## src/hw/rtl/complex_arithmetic_unit_defines.svh

```systemverilog
// Assertion macros shared by the complex arithmetic unit.
`ifndef COMPLEX_ARITHMETIC_UNIT_DEFINES_SVH
`define COMPLEX_ARITHMETIC_UNIT_DEFINES_SVH

`ifndef SYNTHESIS
`define CAU_ASSERT(lbl, clk, rstn, prop) \
  lbl: assert property (@(posedge clk) disable iff (!rstn) (prop)) \
    else $error("assertion failed");
`define CAU_ASSERT_NEVER(lbl, clk, rstn, prop) \
  lbl: assert property (@(posedge clk) disable iff (!rstn) !(prop)) \
    else $error("forbidden condition seen");
`else
`define CAU_ASSERT(lbl, clk, rstn, prop)
`define CAU_ASSERT_NEVER(lbl, clk, rstn, prop)
`endif

`endif

```

## src/hw/rtl/cau_pkg.sv

```systemverilog
// Types, constants and saturation helper of the complex arithmetic unit.
package cau_pkg;

  localparam int W   = 32;
  localparam int FB  = 16;
  localparam int PW  = 2 * W;
  localparam int VW  = PW + 2;
  localparam int RW  = 3 * W;
  localparam int NST = W;

  typedef enum logic [3:0] {
    OP_ADD  = 4'd0,
    OP_SUB  = 4'd1,
    OP_MUL  = 4'd2,
    OP_DIV  = 4'd3,
    OP_CONJ = 4'd4,
    OP_MOD  = 4'd5,
    OP_EQ   = 4'd6,
    OP_ADDR = 4'd7,
    OP_SUBR = 4'd8,
    OP_MULR = 4'd9,
    OP_DIVR = 4'd10
  } op_e;

  typedef enum logic [2:0] {
    CLS_NONE,
    CLS_LIN,
    CLS_MUL,
    CLS_DIV,
    CLS_MOD
  } cls_e;

  typedef enum logic [1:0] {
    ST_OK  = 2'd0,
    ST_DZ  = 2'd1,
    ST_OVF = 2'd2
  } status_e;

  typedef struct packed {
    op_e          op;
    cls_e         cls;
    logic         dz;
    logic [W-1:0] ar;
    logic [W-1:0] ai;
    logic [W-1:0] br;
    logic [W-1:0] bi;
  } item_t;

  typedef struct packed {
    cls_e          cls;
    logic          dz;
    logic          eq;
    logic          shift;
    logic          re_neg;
    logic          im_neg;
    logic          re_big;
    logic          im_big;
    logic [RW-1:0] re_rem;
    logic [RW-1:0] im_rem;
    logic [W-1:0]  re_q;
    logic [W-1:0]  im_q;
    logic [PW-1:0] den;
    logic [PW-1:0] sq_n;
    logic [PW-1:0] sq_res;
  } stage_t;

  typedef struct packed {
    logic [W-1:0] re;
    logic [W-1:0] im;
    logic         eq;
    status_e      status;
  } res_t;

  typedef struct packed {
    logic [W-1:0] val;
    logic         ovf;
  } sat_t;

  function automatic sat_t sat_mag(input logic neg, input logic big,
                                   input logic [RW-1:0] mag);
    logic [RW-1:0] lim;
    sat_t          r;
    lim = (RW'(1) << (W - 1)) - RW'(!neg);
    r.ovf = 1'b0;
    if (big || (mag > lim)) begin
      r.ovf = 1'b1;
      r.val = neg ? {1'b1, {(W-1){1'b0}}} : {1'b0, {(W-1){1'b1}}};
    end else begin
      r.val = neg ? (~mag[W-1:0] + W'(1)) : mag[W-1:0];
    end
    return r;
  endfunction

endpackage

```

## src/hw/rtl/cau_front.sv

```systemverilog
// Front end: accepts items and sorts them into operation classes.
module cau_front import cau_pkg::*; (
  input  logic         start,
  input  logic         full_i,
  input  logic [3:0]   operation_i,
  input  logic [W-1:0] a_real_i,
  input  logic [W-1:0] a_imag_i,
  input  logic [W-1:0] b_real_i,
  input  logic [W-1:0] b_imag_i,
  output logic         push_o,
  output item_t        item_o
);

  op_e  op;
  cls_e cls;
  logic dz;

  assign op     = op_e'(operation_i);
  assign push_o = start && !full_i;

  always_comb begin
    cls = CLS_NONE;
    dz  = 1'b0;
    case (op)
      OP_ADD, OP_SUB, OP_CONJ, OP_EQ, OP_ADDR, OP_SUBR: cls = CLS_LIN;
      OP_MUL, OP_MULR: cls = CLS_MUL;
      OP_MOD: cls = CLS_MOD;
      OP_DIV: begin
        dz  = (b_real_i == '0) && (b_imag_i == '0);
        cls = dz ? CLS_NONE : CLS_DIV;
      end
      OP_DIVR: begin
        dz  = (b_real_i == '0);
        cls = dz ? CLS_NONE : CLS_DIV;
      end
      default: cls = CLS_NONE;
    endcase
  end

  assign item_o = '{op: op, cls: cls, dz: dz, ar: a_real_i, ai: a_imag_i,
                    br: b_real_i, bi: b_imag_i};

endmodule

```

## config.mk

```make
export PLATFORM = sky130hd
export DESIGN_NAME = cau_front
export DESIGN_NICKNAME = d
export VERILOG_FILES = /design/src/hw/rtl/complex_arithmetic_unit_defines.svh /design/src/hw/rtl/cau_pkg.sv /design/src/hw/rtl/cau_front.sv
export SDC_FILE = /design/constraint.sdc
export NUM_CORES = 1
export LEC_CHECK = 0
export BUFFER_PORTS_ARGS = -buffer_cell sky130_fd_sc_hd__buf_2
export CORE_AREA = 2 2 105 107
export DETAILED_ROUTE_END_ITERATION = 10
export DIE_AREA = 0 0 107 109
export SYNTH_ARGS = -nofsm -noshare
export SYNTH_HDL_FRONTEND = slang
export SYNTH_SLANG_ARGS = --single-unit
```

## constraint.sdc

```tcl
create_clock -name vclk -period 2
set_clock_uncertainty 0.1 [all_clocks]
set_input_delay 0.4 -clock vclk [all_inputs]
set_output_delay 0.4 -clock vclk [all_outputs]
set_load 0.01 [all_outputs]
```

==> Word level (Yosys, flattened, before mapping) <==
Index checks and enable logic that the tools add are counted.
{ "word_totals": {"output_inout_bits": 137, "register_bits": 0} }
{ "classes": {"n_reduce_logical": 8, "eq_ne": 10, "muxes": 4} }
{ "op_table": {"columns": ["operator", "n"], "rows": [
  ["$logic_not A32 Y1", 2],
  ["$eq A4 B3 Y1 const B", 4],
  ["$pmux W3 S5", 1],
  ["$eq A4 B4 Y1 const B", 3],
  ["$eq A4 B2 Y1 const B", 2],
  ["$reduce_or A6 Y1", 1],
  ["$eq A4 B1 Y1 const B", 1],
  ["$logic_not A4 Y1", 1],
  ["$mux W2", 2],
  ["$logic_and A1 B1 Y1", 2],
  ["$pmux W1 S2", 1],
  ["$reduce_or A2 Y1", 1],
  ["$logic_not A1 Y1", 1]
]} }

==> Depth between registers and ports, before layout <==
Gate-level depths: netlist of the first run.
{ "depth": {"word_depth": 4, "depth_mapped": 5} }

==> Worst setup path before layout of the first run <==
Ideal clock, no wire load.
{ "synth_path": {"path_kind": "input to output", "startpoint": "input port b_imag_i[16]", "endpoint": "output port item_o[128] in the netlist's numbering", "stages": 5, "t_arrival_ns": 1.346, "setup_slack_ns": 0.154, "path_buffers": 1, "cell_sequence": "nor4_1 > nand4_1 > nor4b_1 > o211a_1 > buf_4"} }
{ "synth_between": {"elab_chain_len": 3} }
{ "synth_lines": {"columns": ["item", "line", "source"], "rows": [
  ["from (decl)", "cau_front.sv:9", "input logic [W-1:0] b_imag_i,"],
  ["$logic_not A32 Y1", "cau_front.sv:29", "dz = (b_real_i == '0) && (b_imag_i == '0);"],
  ["$logic_and A1 B1 Y1", "cau_front.sv:29", null],
  ["$pmux W1 S2", "cau_front.sv:24", "case (op)"],
  ["to (decl)", "cau_front.sv:11", "output item_t item_o"]
]} }
Every way passes these cells.

==> metrics.txt, run 1 <==
outcome complete, but fails checks; failing checks setup timing; unrepaired setup endpoints after global routing true; diode count 0; # DRC 0; Area growth, synth to finish 12.43%; Slew Limit Fails 0; pre-CTS setup slack -0.4092 ns; Data required, critical path 1.50 ns; leakage 0.7354 nW; YS warnings 0; Mapped Area 1279 um^2; io pins 271; grt total ovfl 0; setup TNS -0.3698 ns; Setup crit end kind output pin; crit path kind in -> out; Sequential Area 0 um^2; # nets final 333; Final setup viols 3; ANT nets after route 0; Power Total 0.2642 mW; vias in the first global route 856; syn nets roughly 310; PwrDens approximately 180 nW/um^2; first-pass GRT wire length 4.547 mm; buffers added on ports 143; total track usage 0.05067; leading cell type in the layout, fill and taps excluded buf_2; die area 11660 um^2; f_max between 400 and 500 MHz; cells along the critical path buf_2 -> nor4_2 -> nand4_1 -> buf_6 -> nor4_4 -> o311ai_1 -> buf_2; critical path startpoint category input port; RePlAce Congestion 0.6896; Crit Path Max Fanout 4; max-cap viol count 0; fin crit period 2.126 ns; Cell variety after synth 16; crit path buf inv count 3; Final Hold Fails 0; Vias about 1100; CTS Hold Buffers Added 0; post-synthesis sequential area ratio 0; die width 107 um; Largest stage delay, worst path 0.28 ns; core footprint 10600 um^2; peak supply drop 0.04796 mV; wire length per cell 11.17 um; initial antenna violation count 0; commonest cells after routing, fill and taps aside buf_2 (139), buf_4 (9), nor4_2 (7); synthesized area per cell 7.307 um^2; layout cells sized above 1 0.8579; die height 109 um; Total Wirelength 3.765 mm; FP Rows 38; clock buffers 0; initial core utilization 0.1206; DR pass1 iterations 4; fin crit share 1.063; final setup margin -0.1261 ns; CP top delay family simple AND/OR/NAND/NOR gates; Mapped Cells 175; Slew HR 0.7935; DPL Wire Length 3.307 mm; largest net degree at the start of global routing 10; Worst Hold Class in -> out; seq_cells 0; crit path DAT 1.63 ns; worst slew pin tran 0.3069 ns; Slowest-stage cell, CP nor4_4; Top cell by count, worst path buf_2; drt via density 3.202; initial DRC count 45
==> worst paths after layout <==
kind	startpoint	endpoint	slack, ns	depth (start not counted)
worst max-delay path	b_real_i[8]	item_o[130]	-0.13	7
worst min-delay path	a_real_i[5]	item_o[101]	0.70	0
==> logic make-up after synthesis <==
logic type,synth area share
and+or+nand+nor,0.1908
AOI/OAI and AO/OA,0.02838
buffers and inverters,0.7808
==> what timing repair did <==
item | in CTS | in global routing
pin swaps | 12 | 4
endpoints found under the setup margin | 3 | 3
setup buffers | 3 | 0
endpoints found under the hold margin | 0 | 0
gates resized for setup | 21 | 7
==> synthesized netlist by cell type (all sizes together) (2+ instances only) <==
library cell | count | area share
buf | 133 | 0.78
nand2b | 2 | 0.0098
nand3b | 2 | 0.012
nand4 | 4 | 0.020
nor2 | 3 | 0.0088
nor2b | 3 | 0.015
nor3 | 2 | 0.0078
nor4 | 17 | 0.093
nor4bb | 2 | 0.016
o21ai | 2 | 0.0078
==> layout make-up <==
cell class         instances  area (um^2)
repair buffers           155        845.8
well taps                140        175.2
multi-input cells         42        416.7
fillers                 1227         9165
==> layer usage <==
metal	GRT usage	share of wire	up-vias
li1	-	-	501
met1	0.04536	0.29	445
met2	0.1042	0.53	107
met3	0.01375	0.13	26
met4	0.02319	0.041	0
met5	0	0	-
==> metrics by stage <==
stage	cell area [um^2]	util	hold WS, ns	std cells
floorplan	1279	-	0.7464	175
global placement	1246	0.1175	0.7001	335
finish	1438	0.1356	0.7000	337
detailed placement	1246	0.1175	0.7001	335
global route	1438	0.1356	0.7000	337
CTS	1386	0.1308	0.7001	337
==> where the power goes <==
group | internal, mW | switching [mW] | total, mW
Clock | 0 | 0 | 0
Combinational | 0.131 | 0.133 | 0.264
Sequential | 0 | 0 | 0
Note: power is estimated with default switching activity, not from simulation.
==> inputs of run 2 (changes only) <==
Settings changed: ABC_AREA from default to 1, CORE_AREA 2 2 105 107 to 2 2 106 108, DIE_AREA 0 0 107 109 to 0 0 108 110, GPL_TIMING_DRIVEN from default to 0.
==> run 2 against run 1 <==
The run now ends clean; non-clock buffer count up 184; maximum frequency up 15%; sequential share of layout area unchanged; critical path depth up 2; die area up 1.9%; global-route usage up 0.75 points; synthesized cell count up 25%; combinational power up 100%; critical path type unchanged.
==> metrics.txt, run 2 <==
worst slew pin tran 0.2690 ns; layout cells sized above 1 0.8349; crit path DAT 1.35 ns; Area growth, synth to finish 92.30%; seq_cells 0; top-area cell type share of the netlist area 0.7403; syn nets roughly 350; hold slack final slightly below 0.9 ns; Data required, critical path 1.50 ns; first-pass GRT wire length slightly below 6 mm; drt via density between 3 and 4; leading cell type in the layout, fill and taps excluded buf_2; crit path buf inv count 2; power share of the clock group 0; total track usage 0.05813; max-cap viol count 0; fin crit share 0.9233; Vias ~1800; core footprint about 11000 um^2; commonest cells after routing, fill and taps aside buf_2 (206), buf_4 (132), nor2_1 (37); Crit Path Max Fanout 2; # DRC 0; die height 110 um; synth top area cells buf_4 (74%), nor2_1 (13%), nand2_1 (6.4%); grt total ovfl 0; wire length per cell 8.080 um; Final setup viols 0; vias in the first global route 1370; DPL Wire Length 4.439 mm; RePlAce Congestion ~0.73; Switching Fraction 0.4002; io pins between 200 and 300; # nets final 560; clock buffers 0; die area 11880 um^2; Setup crit end kind output pin; synthesized area per cell between 6 and 7 um^2; top post-synthesis cells by count buf_4 (133), nor2_1 (45), nand2_1 (23), inv_1 (4); P_sw 0.2111 mW; setup bufs post-CTS 0; initial DRC count 26; Pint 0.3164 mW; initial antenna violation count 0; crit path kind in -> out; Worst Hold Class in -> out; Slew HR 0.8192; unrepaired setup endpoints after global routing false; largest net degree at the start of global routing 7; buffers added on ports 207; Slew Limit Fails 0; ANT nets after route 0; diode count 0; DR pass1 iterations 2; top-count cell post-synth buf_4; post-route core utilization 0.2425; peak supply drop around 0.097 mV; cells along the critical path buf_2 -> nor2_2 -> nand2_1 -> nor2_2 -> nand2_2 -> nor2_4 -> nand2_2 -> o21ai_2 -> buf_6; PwrDens between 200 and 250 nW/um^2; die width 108 um; Slowest-stage cell, CP o21ai_2; CTS Hold Buffers Added 0; CP top delay family simple AND/OR/NAND/NOR gates; Final Hold Fails 0; Total Wirelength between 4 and 5 mm; Sequential Area 0 um^2; Mapped Cells ~220; FP Rows 38; leakage between 1.5 and 2 nW; sequential group share of total power 0; outcome finished, final reports clean; critical path startpoint category input port; Cell variety after synth 12; fin crit period 1.847 ns; Fillers 1256; f_max between 500 and 600 MHz; Largest stage delay, worst path 0.15 ns; initial core utilization 0.1261; Mapped Area 1349 um^2; post-synthesis sequential area ratio 0; area leader, netlist buf_4; Gate power share 1.000; YS warnings 0
## run 2: layout make-up
cell class | instances | area (um^2) | share of cell area
buffer | 132 | 991.0 | 0.3821
inverter | 4 | 15.01 | 0.005789
timing repair buffer | 207 | 1042 | 0.4018
multi-input combinational | 81 | 370.4 | 0.1428
tap | 140 | 175.2 | 0.06753
## run 2: kinds of logic (layout without fill, tap and decap cells)
group,count (synthesis),count (layout),share of synthesized area
buf+inv,137,343,0.7514
simple gates,76,76,0.2273
compound gates,5,5,0.02133
## run 2: power groups by stage
| stage | Clock (mW) | Combinational [mW] | Sequential [mW] |
|---|---|---|---|
| final | 0 | 0.527 | 0 |
| after global routing | 0 | 0.577 | 0 |
| after detailed placement | 0 | 0.532 | 0 |
| after CTS | 0 | 0.534 | 0 |
| after global placement | 0 | 0.529 | 0 |
| after floorplan | 0 | 0.305 | 0 |
## run 2: what timing repair did
action / CTS / global route
endpoints found under the setup margin: 1 / 3
gates cloned: 0 / 0
pin swaps: 2 / 9
gates resized for setup: 2 / 12
## run 2: final timing paths
path                 endpoint  depth (start not counted)    startpoint  slack, ns
setup / recovery  item_o[128]                          9  b_real_i[19]       0.15
hold / removal    item_o[113]                          2  a_real_i[17]       0.88
## run 2: stage by stage
step	cells	setup TNS (ns)	area [um^2]	total power [mW]	worst slack, ns
after global placement	565	-0.04012	2560	0.5295	-0.04012
after global routing	564	0	2594	0.5766	0.01621
after floorplan	218	0	1349	0.3048	0.3965
final	564	0	2594	0.5274	0.1534
after CTS	565	0	2565	0.5337	0.005370
after detailed placement	565	-0.04069	2560	0.5323	-0.04069
## run 2: metal layers
metal,GRT usage,part of all wire,up-vias
met4,0,0,0
met1,0.05630,0.30,731
met5,0,0,-
met2,0.1343,0.56,140
li1,-,-,942
met3,0.006467,0.14,0
==> inputs of run 3 (changes only) <==
Settings changed: CORE_AREA 2 2 106 108 to 2 2 104 106, DIE_AREA 0 0 108 110 to 0 0 106 108.
Clock period 2 ns to 1.5 ns, I/O delays scaled along.
==> run 3 against run 2 <==
The run now ends with setup timing left; cell area rose by 4.3%; count of clock-buffer cells in the layout stayed put; worst hold slack got worse by 0.20 ns; non-clock buffer count is 1 higher; global-route usage rose by 0.28 points; sequential cell count unchanged; worst setup slack got worse by 0.31 ns; via count grew 2.2%; die area is 3.6% lower; utilization up 2.2 points; first-iteration DRC count rose by 100%; sequential share of layout area unchanged; critical endpoint is now item_o[129].
==> metrics.txt, run 3 (synthesized netlist as in run 2, its figures left out) <==
outcome complete, but fails checks; failing checks setup timing; Fillers 1169; commonest cells after routing, fill and taps aside buf_2 (194), buf_4 (133), nor2_1 (30); die area 11450 um^2; Worst Hold Class in -> out; max-cap viol count 0; Gate power share 1.000; Area growth, synth to finish 100.6%; Slew Limit Fails 0; Final setup viols 3; # nets final 561; leakage roughly 1.6 nW; pre-CTS setup slack -0.3473 ns; initial antenna violation count 0; P_sw 0.2869 mW; crit path kind in -> out; Switching Fraction 0.3894; DPL Wire Length between 4 and 5 mm; crit path DAT 1.25 ns; peak supply drop 0.1273 mV; core footprint 10230 um^2; f_max just over 600 MHz; hold slack final 0.6827 ns; Largest stage delay, worst path 0.15 ns; Pint 0.4499 mW; layout cells sized above 1 0.8588; drt via density 3.301; leading cell type in the layout, fill and taps excluded buf_2; most crowded layer after global routing met2; DR pass1 iterations 4; Sequential Area 0 um^2; io pins 271; area of the multi-input gates 401.6 um^2; GR met3 Demand/Resource 0.008439; GRT met1 Usage 0.05808; ANT nets after route 0; buffers added on ports slightly above 200; Final Hold Fails 0; worst slew pin tran 0.3112 ns; Data required, critical path 1.10 ns; crit path buf inv count 2; initial core utilization 0.1318; die height ~110 um; Top cell by count, worst path nand2_2; fin crit period 1.654 ns; vias in the first global route 1464; Vias 1852; # DRC 0; die width approximately 110 um; total track usage 0.06097; Setup crit end kind output pin; RePlAce Congestion 0.6892; CP top delay family simple AND/OR/NAND/NOR gates; final setup margin -0.1545 ns; diode count 0; cells along the critical path buf_6 -> nor2_2 -> nand2_1 -> nor2_2 -> nand2_2 -> nor2_4 -> nand2_2 -> nand2_2 -> nand3_2 -> buf_6; Slowest-stage cell, CP nor2_2; largest net degree at the start of global routing 7; Slew HR 0.7908; PwrDens 272.2 nW/um^2; sequential group share of total power 0; Power Total 0.7368 mW; critical path startpoint category input port; power share of the clock group 0; fin crit share 1.103; wire length per cell 8.000 um; post-route core utilization 0.2645; unrepaired setup endpoints after global routing true; seq_cells 0; first-pass GRT wire length ~6 mm; grt total ovfl 0; GR Layer Usage met2 0.1410; initial DRC count 52; Total Wirelength 4.488 mm; Crit Path Max Fanout 2; clock buffers 0; FP Rows 37
-- run 3: changes by cell type in the layout (fill, tap and decap cells not counted) --
| cell | delta |
|---|---|
| buf_8 | +1 |
| buf_4 | +1 |
| o21ai_2 | +1 |
| buf_2 | -12 |
| o21ai_1 | -1 |
| nor2_2 | +7 |
| nand3_1 | -2 |
| nor2_1 | -7 |
| nand3_2 | +2 |
| buf_6 | +11 |
-- run 3: timing repair --
action / in CTS / in global routing
gates resized for setup: 19 / 19
setup buffers: 1 / 0
endpoints found under the setup margin: 3 / 3
pin swaps: 13 / 25
hold buffers: 0 / 0
-- run 3: metrics by stage --
stage                     instance area [um^2]  setup TNS (ns)  cells
after floorplan                           1349               0    218
final                                     2706         -0.4435    561
after global placement                    2555         -0.9172    561
after detailed placement                  2555         -0.8957    561
after CTS                                 2635         -0.5935    561
after global routing                      2706         -0.7772    561
-- run 3: path summary, 6_finish.rpt --
path                     start           to  depth (start not counted)
hold / removal     a_imag_i[4]   item_o[68]                          2
setup / recovery  b_real_i[22]  item_o[129]                         10
-- run 3: layout make-up --
type                       count  area share
inverter                       4    0.005548
buffer                       132      0.3662
timing repair buffer         208      0.4170
multi-input combinational     81      0.1484
tap                          136     0.06288
-- run 3: metal layers --
metal	routed length (um)	share of wire	up-vias
met5	0	0	-
met4	0	0	0
met3	641	0.14	0
met2	2566	0.57	145
met1	1281	0.29	760
li1	-	-	947
-- run 3: power groups by stage --
stage          registers [mW]  clock network (mW)  logic, mW
6_report                    0                   0      0.737
2_1_floorplan               0                   0      0.406
3_3_place_gp                0                   0      0.703
4_1_cts                     0                   0      0.729
3_5_place_dp                0                   0      0.706
5_1_grt                     0                   0      0.798
