`config.mk`:
```
export PLATFORM = sky130hd
export DESIGN_NAME = cau_fifo
export DESIGN_NICKNAME = d
export VERILOG_FILES = /design/src/hw/rtl/complex_arithmetic_unit_defines.svh /design/src/hw/rtl/cau_pkg.sv /design/src/hw/rtl/cau_fifo.sv
export SDC_FILE = /design/constraint.sdc
export NUM_CORES = 1
export LEC_CHECK = 0
export BUFFER_PORTS_ARGS = -buffer_cell sky130_fd_sc_hd__buf_2
export CORE_MARGIN = 1
export CORE_UTILIZATION = 52
export DETAILED_ROUTE_END_ITERATION = 8
export PLACE_DENSITY = 0.86
export SYNTH_ARGS = -nofsm -noshare
export SYNTH_HDL_FRONTEND = slang
export SYNTH_SLANG_ARGS = --single-unit
```
`constraint.sdc`:
```
create_clock -name clk_i -period 9 [get_ports clk_i]
set_clock_uncertainty 0.2 [all_clocks]
set_input_delay 2.7 -clock clk_i [delete_from_list [all_inputs] [get_ports clk_i]]
set_output_delay 2.7 -clock clk_i [all_outputs]
set_load 0.005 [all_outputs]
```
`src/hw/rtl/complex_arithmetic_unit_defines.svh`:
```
// Assertion macros shared by the complex arithmetic unit.
`ifndef COMPLEX_ARITHMETIC_UNIT_DEFINES_SVH
`define COMPLEX_ARITHMETIC_UNIT_DEFINES_SVH

`ifndef SYNTHESIS
`define CAU_ASSERT(lbl, clk, rstn, prop) \
  lbl: assert property (@(posedge clk) disable iff (!rstn) (prop)) \
    else $error("assertion failed");
`define CAU_ASSERT_NEVER(lbl, clk, rstn, prop) \
  lbl: assert property (@(posedge clk) disable iff (!rstn) !(prop)) \
    else $error("forbidden condition seen");
`else
`define CAU_ASSERT(lbl, clk, rstn, prop)
`define CAU_ASSERT_NEVER(lbl, clk, rstn, prop)
`endif

`endif

```
`src/hw/rtl/cau_pkg.sv`:
```
// Types, constants and saturation helper of the complex arithmetic unit.
package cau_pkg;

  localparam int W   = 32;
  localparam int FB  = 16;
  localparam int PW  = 2 * W;
  localparam int VW  = PW + 2;
  localparam int RW  = 3 * W;
  localparam int NST = W;

  typedef enum logic [3:0] {
    OP_ADD  = 4'd0,
    OP_SUB  = 4'd1,
    OP_MUL  = 4'd2,
    OP_DIV  = 4'd3,
    OP_CONJ = 4'd4,
    OP_MOD  = 4'd5,
    OP_EQ   = 4'd6,
    OP_ADDR = 4'd7,
    OP_SUBR = 4'd8,
    OP_MULR = 4'd9,
    OP_DIVR = 4'd10
  } op_e;

  typedef enum logic [2:0] {
    CLS_NONE,
    CLS_LIN,
    CLS_MUL,
    CLS_DIV,
    CLS_MOD
  } cls_e;

  typedef enum logic [1:0] {
    ST_OK  = 2'd0,
    ST_DZ  = 2'd1,
    ST_OVF = 2'd2
  } status_e;

  typedef struct packed {
    op_e          op;
    cls_e         cls;
    logic         dz;
    logic [W-1:0] ar;
    logic [W-1:0] ai;
    logic [W-1:0] br;
    logic [W-1:0] bi;
  } item_t;

  typedef struct packed {
    cls_e          cls;
    logic          dz;
    logic          eq;
    logic          shift;
    logic          re_neg;
    logic          im_neg;
    logic          re_big;
    logic          im_big;
    logic [RW-1:0] re_rem;
    logic [RW-1:0] im_rem;
    logic [W-1:0]  re_q;
    logic [W-1:0]  im_q;
    logic [PW-1:0] den;
    logic [PW-1:0] sq_n;
    logic [PW-1:0] sq_res;
  } stage_t;

  typedef struct packed {
    logic [W-1:0] re;
    logic [W-1:0] im;
    logic         eq;
    status_e      status;
  } res_t;

  typedef struct packed {
    logic [W-1:0] val;
    logic         ovf;
  } sat_t;

  function automatic sat_t sat_mag(input logic neg, input logic big,
                                   input logic [RW-1:0] mag);
    logic [RW-1:0] lim;
    sat_t          r;
    lim = (RW'(1) << (W - 1)) - RW'(!neg);
    r.ovf = 1'b0;
    if (big || (mag > lim)) begin
      r.ovf = 1'b1;
      r.val = neg ? {1'b1, {(W-1){1'b0}}} : {1'b0, {(W-1){1'b1}}};
    end else begin
      r.val = neg ? (~mag[W-1:0] + W'(1)) : mag[W-1:0];
    end
    return r;
  endfunction

endpackage

```
`src/hw/rtl/cau_fifo.sv`:
```
// Two-entry item queue between the front end and the execution pipeline.
module cau_fifo import cau_pkg::*; (
  input  logic  clk_i,
  input  logic  rst_ni,
  input  logic  push_i,
  input  item_t data_i,
  input  logic  pop_i,
  output logic  full_o,
  output logic  empty_o,
  output item_t data_o
);

  item_t      mem_q [2];
  logic       wptr_q, rptr_q;
  logic [1:0] cnt_q;

  assign full_o  = (cnt_q == 2'd2);
  assign empty_o = (cnt_q == 2'd0);
  assign data_o  = mem_q[rptr_q];

  always_ff @(posedge clk_i or negedge rst_ni) begin
    if (!rst_ni) begin
      wptr_q <= 1'b0;
      rptr_q <= 1'b0;
      cnt_q  <= 2'd0;
    end else begin
      if (push_i) wptr_q <= ~wptr_q;
      if (pop_i) rptr_q <= ~rptr_q;
      cnt_q <= cnt_q + 2'(push_i) - 2'(pop_i);
    end
  end

  always_ff @(posedge clk_i) begin
    if (push_i) mem_q[wptr_q] <= data_i;
  end

endmodule

```
; After elaboration in Yosys (flattened, before gate mapping)
; Memories as Yosys holds them, arrays and structs flattened.
; Index checks and enable logic that the tools add are counted.
; Widths: inputs -> output; s select.
[classes]
order_cmp = 0
mux = 2
shift = 0
n_addsub = 2
n_mul = 0
n_eq_ne = 1
n_reduce_logical = 1
div = 0
n_bitwise = 2
[op_table]
columns = op, count
row1 = $add 2x1->2, 1
row2 = $eq 2x2->1 const B, 1
row3 = $logic_not 2->1, 1
row4 = $mux 1, 2
row5 = $not 1->1, 2
row6 = $sub 2x1->2, 1
[word_totals]
ramBits = 272
register_bits = 4
latch_bits = 0
rom_bits = 0
memories = 1
input_bits = 140
[memory_table]
columns = memory, words, width, read_ports, rd_ports_with_merged_regs, write_ports, line_no
row1 = mem_q, 2, 136, 1, 0, 1, cau_fifo.sv:13  ; item_t mem_q [2];

; Logic depth before layout (Yosys ltp)
; Gate-level depths: netlist of the first run.
[logic_depth]
word_depth = 2
mapped_depth = 5

; Worst setup path after synthesis of the first run
; OpenSTA, ideal clock, no wires.
[synth_path]
path_kind = input to register
from = in push_i
to = mem mem_q[0][0] (netlist bit), enable pin
arrival_time_ps = 8590
path_slack_ps = -439
t_required_ps = 8151
path_stages = 1
setup_time_ps = 649
path_cell_list = nor2b_1
[synth_between]
elab_chain_len = 2
[synth_rtl]
columns = element, line_no
row1 = from (decl), cau_fifo.sv:5  ; input logic push_i,
row2 = $mux 1, cau_fifo.sv:34  ; if (push_i) mem_q[wptr_q] <= data_i;
row3 = $mux 1 (not written as such), cau_fifo.sv:34
row4 = to (decl), cau_fifo.sv:13
; Every way passes these cells.

==> results of run 1 <==
==> state kept, by name (all words and copies together), names as in the netlist <==
name    count
wptr_q      1
rptr_q      1
mem_q     272
cnt_q       2
==> cell usage after synthesis, drive strengths merged <==
cell | n | area (um2)
edfxtp | 272 | 8170
mux2 | 136 | 1530
clkbuf | 10 | 138
buf | 5 | 56.3
dfrtp | 4 | 100
ha | 2 | 25.0
inv | 2 | 7.51
nor2b | 2 | 12.5
xor2 | 2 | 17.5
and2 | 1 | 6.26
nor2 | 1 | 3.75
xor3 | 1 | 23.8
==> routing by layer <==
layer  GRT usage  vias up  share of wire
li1            -     2340              -
met4      0.0635        0          0.026
met5           0        -              0
met1       0.213     2553           0.37
met3      0.0513       44          0.082
met2       0.335      243           0.52
==> area by class of cell <==
cell class                      count  area (um2)  share of cell area
Multi-Input combinational cell    145        1630               0.130
Inverter                            2        7.51            0.000599
Clock inverter                     13         115             0.00919
Sequential cell                   276        8270               0.660
Tap cell                          260         325              0.0260
Timing Repair Buffer              281        1420               0.113
Clock buffer                       38         759              0.0606
==> path summary, 6_finish.rpt <==
| path | from | to | depth (start not counted) |
|---|---|---|---|
| max | rptr_q | data_o[102] | 3 |
| min | wptr_q | wptr_q | 1 |
| max reg2reg | wptr_q | mem_q[1][95] | 2 |
| min reg2reg | wptr_q | wptr_q | 1 |
| max in group asynchronous | rst_ni | rptr_q | 1 |
| min in group asynchronous | rst_ni | rptr_q | 1 |
==> metrics by stage <==
step                      hold slack, ns  setup slack, ns
final                              0.346             3.13
after global routing               0.395             2.90
after CTS                          0.349             3.04
after detailed placement           0.341             3.61
after global placement             0.331             3.70
after floorplan                    0.273             2.12
==> power groups by stage <==
stage	clock [mW]	combinational [mW]	sequential [mW]
3_3_place_gp	0	0.895	1.84
3_5_place_dp	0	0.925	1.87
6_report	1.09	0.917	1.84
5_1_grt	1.17	0.991	1.86
4_1_cts	1.11	0.934	1.84
2_1_floorplan	0	0.650	1.80
==> worst max-delay path, delay by kind of cell (launching register included) <==
family,cells,cell delay [ns]
buffers and inverters,2,0.89
flip-flops,1,1.09
multiplexers,1,0.42
==> layout by cell type, fill, tap and decap left out <==
cell type and n:
clkinv_2 1, and2_4 1, dfrtp_1 3, xor2_1 2, buf_2 277, dfrtp_4 1
clkbuf_1 9, nor2b_4 1, buf_4 4, clkbuf_16 29, bufinv_16 2, clkinv_1 7
nor2b_1 1, clkinv_4 1, mux2_2 136, clkinvlp_4 2, nor2_1 1, inv_1 2
edfxtp_1 272, ha_1 2, xor3_1 1
==> cells by family (layout without fill, tap and decap cells) <==
group | count (synthesis) | count (layout) | share of synthesized area
buf+inv | 17 | 334 | 0.0200
xor+xnor | 3 | 3 | 0.00409
flops | 276 | 276 | 0.819
mux | 136 | 136 | 0.152
fa+ha+maj | 2 | 2 | 0.00248
simple gates | 4 | 4 | 0.00223
==> impl_metrics.toml, run 1 <==
[status]
status = "completed"

[critical_path]
critPathKind = "reg -> out"
path_cells = "buf_4, mux2_2, buf_2"
arrival_ns = 2.97
worst_path_max_delay_cell = "dfrtp_4"
startpoint_type = "register"
end_kind = "primary output"
critPathMaxFanout = 77
worstPathRequired_ns = 6.10
reg2reg_slack_ns = 6.23
cpPeakStageDelay_ns = 1.09

[min_path]
holdCritPathClass = "reg -> reg"

[floorplan]
chipWidth_um = 141
ios = 278
initial_core_util = 0.536
die_y_um = 141
dieArea_mm2 = 0.0200
rows = 50
core_mm2 = 0.0188

[power]
combPwrFrac = 0.239
p_leak_nw = 4.72
power_frac_clock = 0.284
p_sw_frac = 0.260
power_mw = 3.84
p_seq_frac = 0.478
peakVddDrop_uv = 197
p_switching_mw = 1.00
p_int_mw = 2.84
p_per_area_mw_per_mm2 = 307

[global_routing]
grt_max_degree = 78
grt-ovfl-total = 0
grt_use_total = 0.186
grt_pass1_vias = 5588
grt_antenna_before_repair = 1
grt_pass1_wl_mm = 28.6

[placement]
place_area_mm2 = 0.0117
gp_congestion = 0.744
numPlacedInstances = 964
dp_hpwl_mm = 12.1
port_buffers = 277

[cts]
path_clk_slew_ns = 0.06
postCtsHoldBufs = 0
htree_num_levels = 1
cts_tree = "yes"
post_cts_buffers = 0
cts_made_buffers = 28
clk_path_buf_depth = 3
clock-sinks = 276
root_buffer = "clkbuf_16"
clk_latency_ns = 0.51
ctsResizeCount = 0

[routing]
drtIter0Drc = 253
wl_per_cell_um = 18.7
vias = 5180
postRouteAntennaNets = 0
viasPerCell = 5.10
firstDrtPassIters = 4
drc_errors = 0
wl_mm = 19.0

[timing]
grt_setup_unrepaired = "no"
setup_viol = 0
hold_violations = 0
min_period_over_period = 0.652
relSlewSlack = 0.293
finalCriticalPeriod_ns = 5.87
max_freq_mhz = 170
finalMaxSlewViolations = 0
fin_setup_tns_ns = 0
worst_pin_slew_ns = 1.06

[logic_synthesis]
synth-seq-cells = 276
syn-num-nets = 580
synth_seq_area_share = 0.819
syn_avg_cell_area_um2 = 23.0
synth.distinct_cells = 12
synth_area_mm2 = 0.0101
yosys_warnings = 0
synthCells = 438

[final_layout]
antenna_cells = 0
final_area_mm2 = 0.0125
final_cells = 1015
fillers = 1215
post-route-util = 0.665
nets = 876
drive_above_1_share = 0.603
area_growth_pct = 24.1

[run]
drv_cap = 0
Power figures use the tool's default switching activity.
==> inputs of run 2 (changes only) <==
==> constraint.sdc (replaced) <==
create_clock -name clk_i -period 5.8 [get_ports clk_i]
set_clock_uncertainty 0.2 [all_clocks]
set_input_delay 1.74 -clock clk_i [delete_from_list [all_inputs] [get_ports clk_i]]
set_output_delay 1.74 -clock clk_i [all_outputs]
set_load 0.005 [all_outputs]
==> run 2 against run 1 <==
  * Sequential share of layout area up 0.060 points
  * Total power up 53%
  * Critical path depth unchanged
  * Non-clock buffer count unchanged
  * Combinational power up 68%
  * Wire length down 4.5%
  * Sequential power up 49%
  * Count of clock-buffer cells in the layout down 3
  * Critical path type unchanged
==> impl_metrics.toml, run 2 (synthesized netlist as in run 1, its figures left out) <==
[critical_path]
critPathKind = "reg -> out"
startpoint_type = "register"
reg2reg_slack_ns = 3.56
r2r_start = "wptr_q"
worstPathRequired_ns = 3.86
rr_endpoint = "mem_q[1][76]"
arrival_ns = 2.33
cp-startpoint = "rptr_q"
r2r_cells = 2
end_kind = "primary output"
critPathMaxFanout = 80

[min_path]
min_from = "wptr_q"
min_to = "wptr_q"
holdCritPathClass = "reg -> reg"
min_path_cells = 1

[floorplan]
dieArea_mm2 = 0.0200
rows = 50
die_y_um = 141
chipWidth_um = 141
initial_core_util = 0.536
core_mm2 = 0.0188
ios = 278

[placement]
gp_congestion = 0.725
dpl_worst_slack_ns = 2.07
port_buffers = 277
dp_hpwl_mm = 11.6

[final_layout]
nets = 876
final_cell_mix = "buf_2, edfxtp_1, mux2_2"
regMostFlops = "mem_q"
drive_above_1_share = 0.607
antenna_cells = 0
fillers = 1226
mostFrequentLayoutCell = "buf_2"
post-route-util = 0.665
largest_reg_flops = 272
area_growth_pct = 24.0
reg_top3 = "mem_q (272), cnt_q (2)"

[power]
p_leak_nw = 4.72
p_per_area_mw_per_mm2 = 470
peakVddDrop_uv = 335
power_mw = 5.88

[cts]
clk_path_buf_depth = 3
postCtsHoldBufs = 0
ctsResizeCount = 0
root_buffer = "clkbuf_16"
clk_latency_ns = 0.52
clock-sinks = 276
htree_num_levels = 1
post_cts_buffers = 0
cts_made_buffers = 28
path_clk_slew_ns = 0.06
cts_tree = "yes"

[global_routing]
grtUsageMet2 = 0.326
grt-busiest-layer = "met2"
grtUsageMet3 = 0.0577
grt_use_total = 0.177
grt_antenna_before_repair = 1
grt_pass1_vias = 5454
grt_max_degree = 137
grt_pass1_wl_mm = 27.1
grt-ovfl-total = 0
grtUsageMet1 = 0.191

[routing]
postRouteAntennaNets = 0
drc_errors = 0
wl_mm = 18.1
drtIter0Drc = 189
viasPerCell = 5.06
firstDrtPassIters = 4
wl_per_cell_um = 17.8
vias = 5141

[timing]
hold_violations = 0
grt_setup_unrepaired = "no"
setup_viol = 0
finalMaxSlewViolations = 0
min_period_over_period = 0.736
fin_setup_tns_ns = 0
finalCriticalPeriod_ns = 4.27
max_freq_mhz = 234
worst_pin_slew_ns = 1.03
setup_ws_ns = 1.53
relSlewSlack = 0.310

[run]
drv_cap = 0

[status]
status = "completed"
==> run 2: changes by cell type in the layout (fill, tap and decap cells not counted) <==
| cell | before | now |
|---|---|---|
| buf_12 | 0 | 2 |
| buf_4 | 4 | 2 |
| bufinv_16 | 2 | 0 |
| clkbuf_1 | 9 | 6 |
| clkinv_2 | 1 | 6 |
| clkinv_4 | 1 | 0 |
| clkinvlp_4 | 2 | 3 |
| inv_8 | 0 | 1 |
==> run 2: routing by layer <==
metal,vias up,wire (um)
met1,2541,6740
met4,2,483
met5,-,8
li1,2346,-
met2,209,9450
met3,43,1430
==> run 2: worst max-delay path, stage by stage, from the launching register on <==
cell	delay (ns)
dfrtp_4	0.41
buf_4	0.78
mux2_2	0.43
buf_2	0.13
==> run 2: area by class of cell <==
cell class                      instances  area [um2]  area share
Multi-Input combinational cell        145        1630       0.130
Clock inverter                         17        90.1     0.00720
Clock buffer                           35         748      0.0598
Inverter                                2        7.51    0.000600
Tap cell                              260         325      0.0260
Timing Repair Buffer                  281        1440       0.115
Sequential cell                       276        8270       0.661
==> run 2: how the worst max path moves through the flow <==
stage          cells after the start          end  slack (ns)
2_1_floorplan                      1  mem_q[1][0]        0.25
3_3_place_gp                       3  data_o[124]        2.13
3_5_place_dp                       3  data_o[124]        2.07
4_1_cts                            3  data_o[124]        1.51
5_1_grt                            3    data_o[9]        1.40
6_report                           3   data_o[13]        1.53
==> run 2: power breakdown <==
| part | switching (mW) | internal, mW | total [mW] |
|---|---|---|---|
| clock | 0.695 | 0.914 | 1.61 |
| combinational | 0.771 | 0.768 | 1.54 |
| sequential | 0.0844 | 2.65 | 2.74 |
==> run 2: through the flow <==
step                      cells  area, um2  hold WS [ns]
final                      1016      12500         0.358
after detailed placement    964      11700         0.351
after CTS                  1016      12500         0.364
after global placement      964      11700         0.332
after floorplan             438      10100         0.308
after global routing       1016      12500         0.376
==> inputs of run 3 (changes only) <==
--- a/config.mk
+++ b/config.mk
@@ -5,11 +5,12 @@
 export SDC_FILE = /design/constraint.sdc
 export NUM_CORES = 1
 export LEC_CHECK = 0
+export ABC_AREA = 1
 export BUFFER_PORTS_ARGS = -buffer_cell sky130_fd_sc_hd__buf_2
 export CORE_MARGIN = 1
-export CORE_UTILIZATION = 52
+export CORE_UTILIZATION = 47
 export DETAILED_ROUTE_END_ITERATION = 8
-export PLACE_DENSITY = 0.86
+export PLACE_DENSITY = 0.83
 export SYNTH_ARGS = -nofsm -noshare
 export SYNTH_HDL_FRONTEND = slang
 export SYNTH_SLANG_ARGS = --single-unit
==> constraint.sdc (replaced) <==
create_clock -name clk_i -period 3.9 [get_ports clk_i]
set_clock_uncertainty 0.2 [all_clocks]
set_input_delay 1.17 -clock clk_i [delete_from_list [all_inputs] [get_ports clk_i]]
set_output_delay 1.17 -clock clk_i [all_outputs]
set_load 0.005 [all_outputs]
==> run 3 against run 2 <==
  * Utilization shrank 5.8 points
  * Area after synthesis up 1.4%
  * Final cell count grew 30%
  * Worst setup slack got worse by 1.0 ns
  * Clock power grew 58%
  * First-iteration DRC count increased by 55%
  * Count of clock-buffer cells in the layout up 2
  * Total power is 53% higher
  * Design area increased by 2.5%
  * Highest routed layer is now met4
  * Worst hold slack worse by 0.11 ns
  * Sequential share of layout area shrank 1.6 points
  * Critical path type unchanged
==> impl_metrics.toml, run 3 <==
[placement]
port_buffers = 277
dp_hpwl_mm = 13.1
dpl_worst_slack_ns = 0.800
gp_congestion = 0.765

[cts]
cts_tree = "yes"
cts_made_buffers = 27
clock-sinks = 276
htree_num_levels = 1
root_buffer = "clkbuf_16"
post_cts_buffers = 0
clk_latency_ns = 0.52
path_clk_slew_ns = 0.06
postCtsHoldBufs = 0
ctsResizeCount = 0
clk_path_buf_depth = 3

[routing]
wl_mm = 19.8
firstDrtPassIters = 4
drtIter0Drc = 293
wl_per_cell_um = 15.0
postRouteAntennaNets = 0
vias = 6245
drc_errors = 0
viasPerCell = 4.75

[power]
combPwrFrac = 0.264
p_seq_frac = 0.453
p_leak_nw = 5.48
p_int_mw = 6.36
power_frac_clock = 0.283
p_switching_mw = 2.64
p_sw_frac = 0.294
peakVddDrop_uv = 568
p_per_area_mw_per_mm2 = 701
power_mw = 9.00

[final_layout]
largest_reg_flops = 272
fillers = 1594
area_growth_pct = 25.4
drive_above_1_share = 0.312
nets = 1162
reg_top3 = "mem_q (272), cnt_q (2)"
final_cell_mix = "buf_2, edfxtp_1, inv_1, nand2_1, o21ai_0"
post-route-util = 0.606
mostFrequentLayoutCell = "buf_2"
regMostFlops = "mem_q"

[logic_synthesis]
synth_ff_type = "edfxtp_1"
synth_seq_area_share = 0.808
synth_area_mm2 = 0.0102
synth_top_cell_by_area = "edfxtp_1"
synthCells = 735
synth-seq-cells = 276
yosys_warnings = 0
synthTopCellsByArea = "edfxtp_1, o21ai_0, inv_1"
async_reset_ff_frac = 0.0145
syn_avg_cell_area_um2 = 13.9
yosys.cell_count.top_type = "edfxtp_1"
synth.distinct_cells = 12
synth_commonest_cells = "edfxtp_1, inv_1, nand2_1"
syn-num-nets = 877
yosys.area.top_type_share = 0.798
synth-edff-count = 272

[floorplan]
chipWidth_um = 150
core_mm2 = 0.0212
rows = 53
initial_core_util = 0.484
dieArea_mm2 = 0.0224
ios = 278
die_y_um = 150

[timing]
relSlewSlack = 0.444
fin_setup_tns_ns = 0
setup_ws_ns = 0.528
setup_viol = 0
worst_hold_slack_ns = 0.249
min_period_over_period = 0.865
grt_setup_unrepaired = "no"
hold_violations = 0
max_freq_mhz = 297
worst_pin_slew_ns = 0.832
finalCriticalPeriod_ns = 3.37
finalMaxSlewViolations = 0

[global_routing]
grt_pass1_vias = 6182
grt_antenna_before_repair = 2
grtUsageMet1 = 0.187
grt-ovfl-total = 0
grt_use_total = 0.172
grtUsageMet2 = 0.316
grt-busiest-layer = "met2"
grt_max_degree = 116
grt_pass1_wl_mm = 29.8
grtUsageMet3 = 0.0470

[critical_path]
worstPathRequired_ns = 2.53
cpPeakStageDelay_ns = 0.56
worst_path_max_delay_cell = "buf_4"
reg2reg_slack_ns = 1.69
critPathMaxFanout = 84
arrival_ns = 2.00
cp-startpoint = "rptr_q"
end_kind = "primary output"
startpoint_type = "register"
critPathKind = "reg -> out"
r2r_start = "wptr_q"
path_cells = "buf_4, nand2_1, o21ai_0, buf_2"

[run]
drv_cap = 0

[min_path]
holdCritPathClass = "in -> async"

[status]
status = "completed"
-- run 3: changes by cell type after synthesis, sizes merged, moves of 10 or more --
cell	before	now
buf	5	30
clkbuf	10	0
inv	2	143
mux2	136	0
nand2	0	142
o21ai	0	136
-- run 3: layout make-up --
cell class                      instances  area, um2  share of cell area
Clock buffer                           37        713              0.0556
Multi-Input combinational cell        286       1280              0.0998
Inverter                              143        541              0.0421
Clock inverter                         12        158              0.0123
Tap cell                              275        344              0.0268
Timing Repair Buffer                  286       1520               0.118
Antenna cell                            1       2.50            0.000195
Sequential cell                       276       8270               0.645
-- run 3: critical path: cells and delay by family, from the launching register on --
kind | cells | cell delay, ns
buf+inv | 2 | 0.72
flops | 1 | 0.43
compound gates | 1 | 0.15
simple gates | 1 | 0.13
-- run 3: cell families (layout without fill, tap and decap cells) --
family                     after synthesis  count (layout)  synth area share
adders and majority gates                2               2           0.00245
and+or+nand+nor                        146             146            0.0537
DFF                                    276             276             0.808
other                                    0               1                 0
xor gates and xnor gates                 2               2           0.00171
AOI/OAI and AO/OA                      136             136            0.0665
buffers and inverters                  173             478            0.0674
-- run 3: routing by layer --
metal | share of wire | up-vias
li1 | - | 3049
met1 | 0.37 | 2921
met2 | 0.53 | 230
met3 | 0.080 | 45
met4 | 0.028 | 0
met5 | 0 | -
-- run 3: power groups by stage --
| stage | sequential, mW | combinational [mW] | clock [mW] |
|---|---|---|---|
| after CTS | 4.08 | 2.42 | 2.60 |
| after global routing | 4.12 | 2.68 | 2.70 |
| after detailed placement | 4.14 | 2.39 | 0 |
| after floorplan | 4.14 | 1.26 | 0 |
| final | 4.07 | 2.37 | 2.55 |
| after global placement | 4.11 | 2.34 | 0 |
-- run 3: through the flow --
step	std cells	area [um2]
after global routing	1316	12800
after floorplan	735	10200
after detailed placement	1266	12000
final	1316	12800
after CTS	1315	12800
after global placement	1266	12000
-- run 3: final timing paths --
check / to / depth (start not counted)
worst max register to register: mem_q[1][23] / 3
worst min-delay path: wptr_q / 1
worst max-delay path: data_o[55] / 4
min in group clk_i: wptr_q / 1
max in group asynchronous: rptr_q / 1
worst min register to register: wptr_q / 1
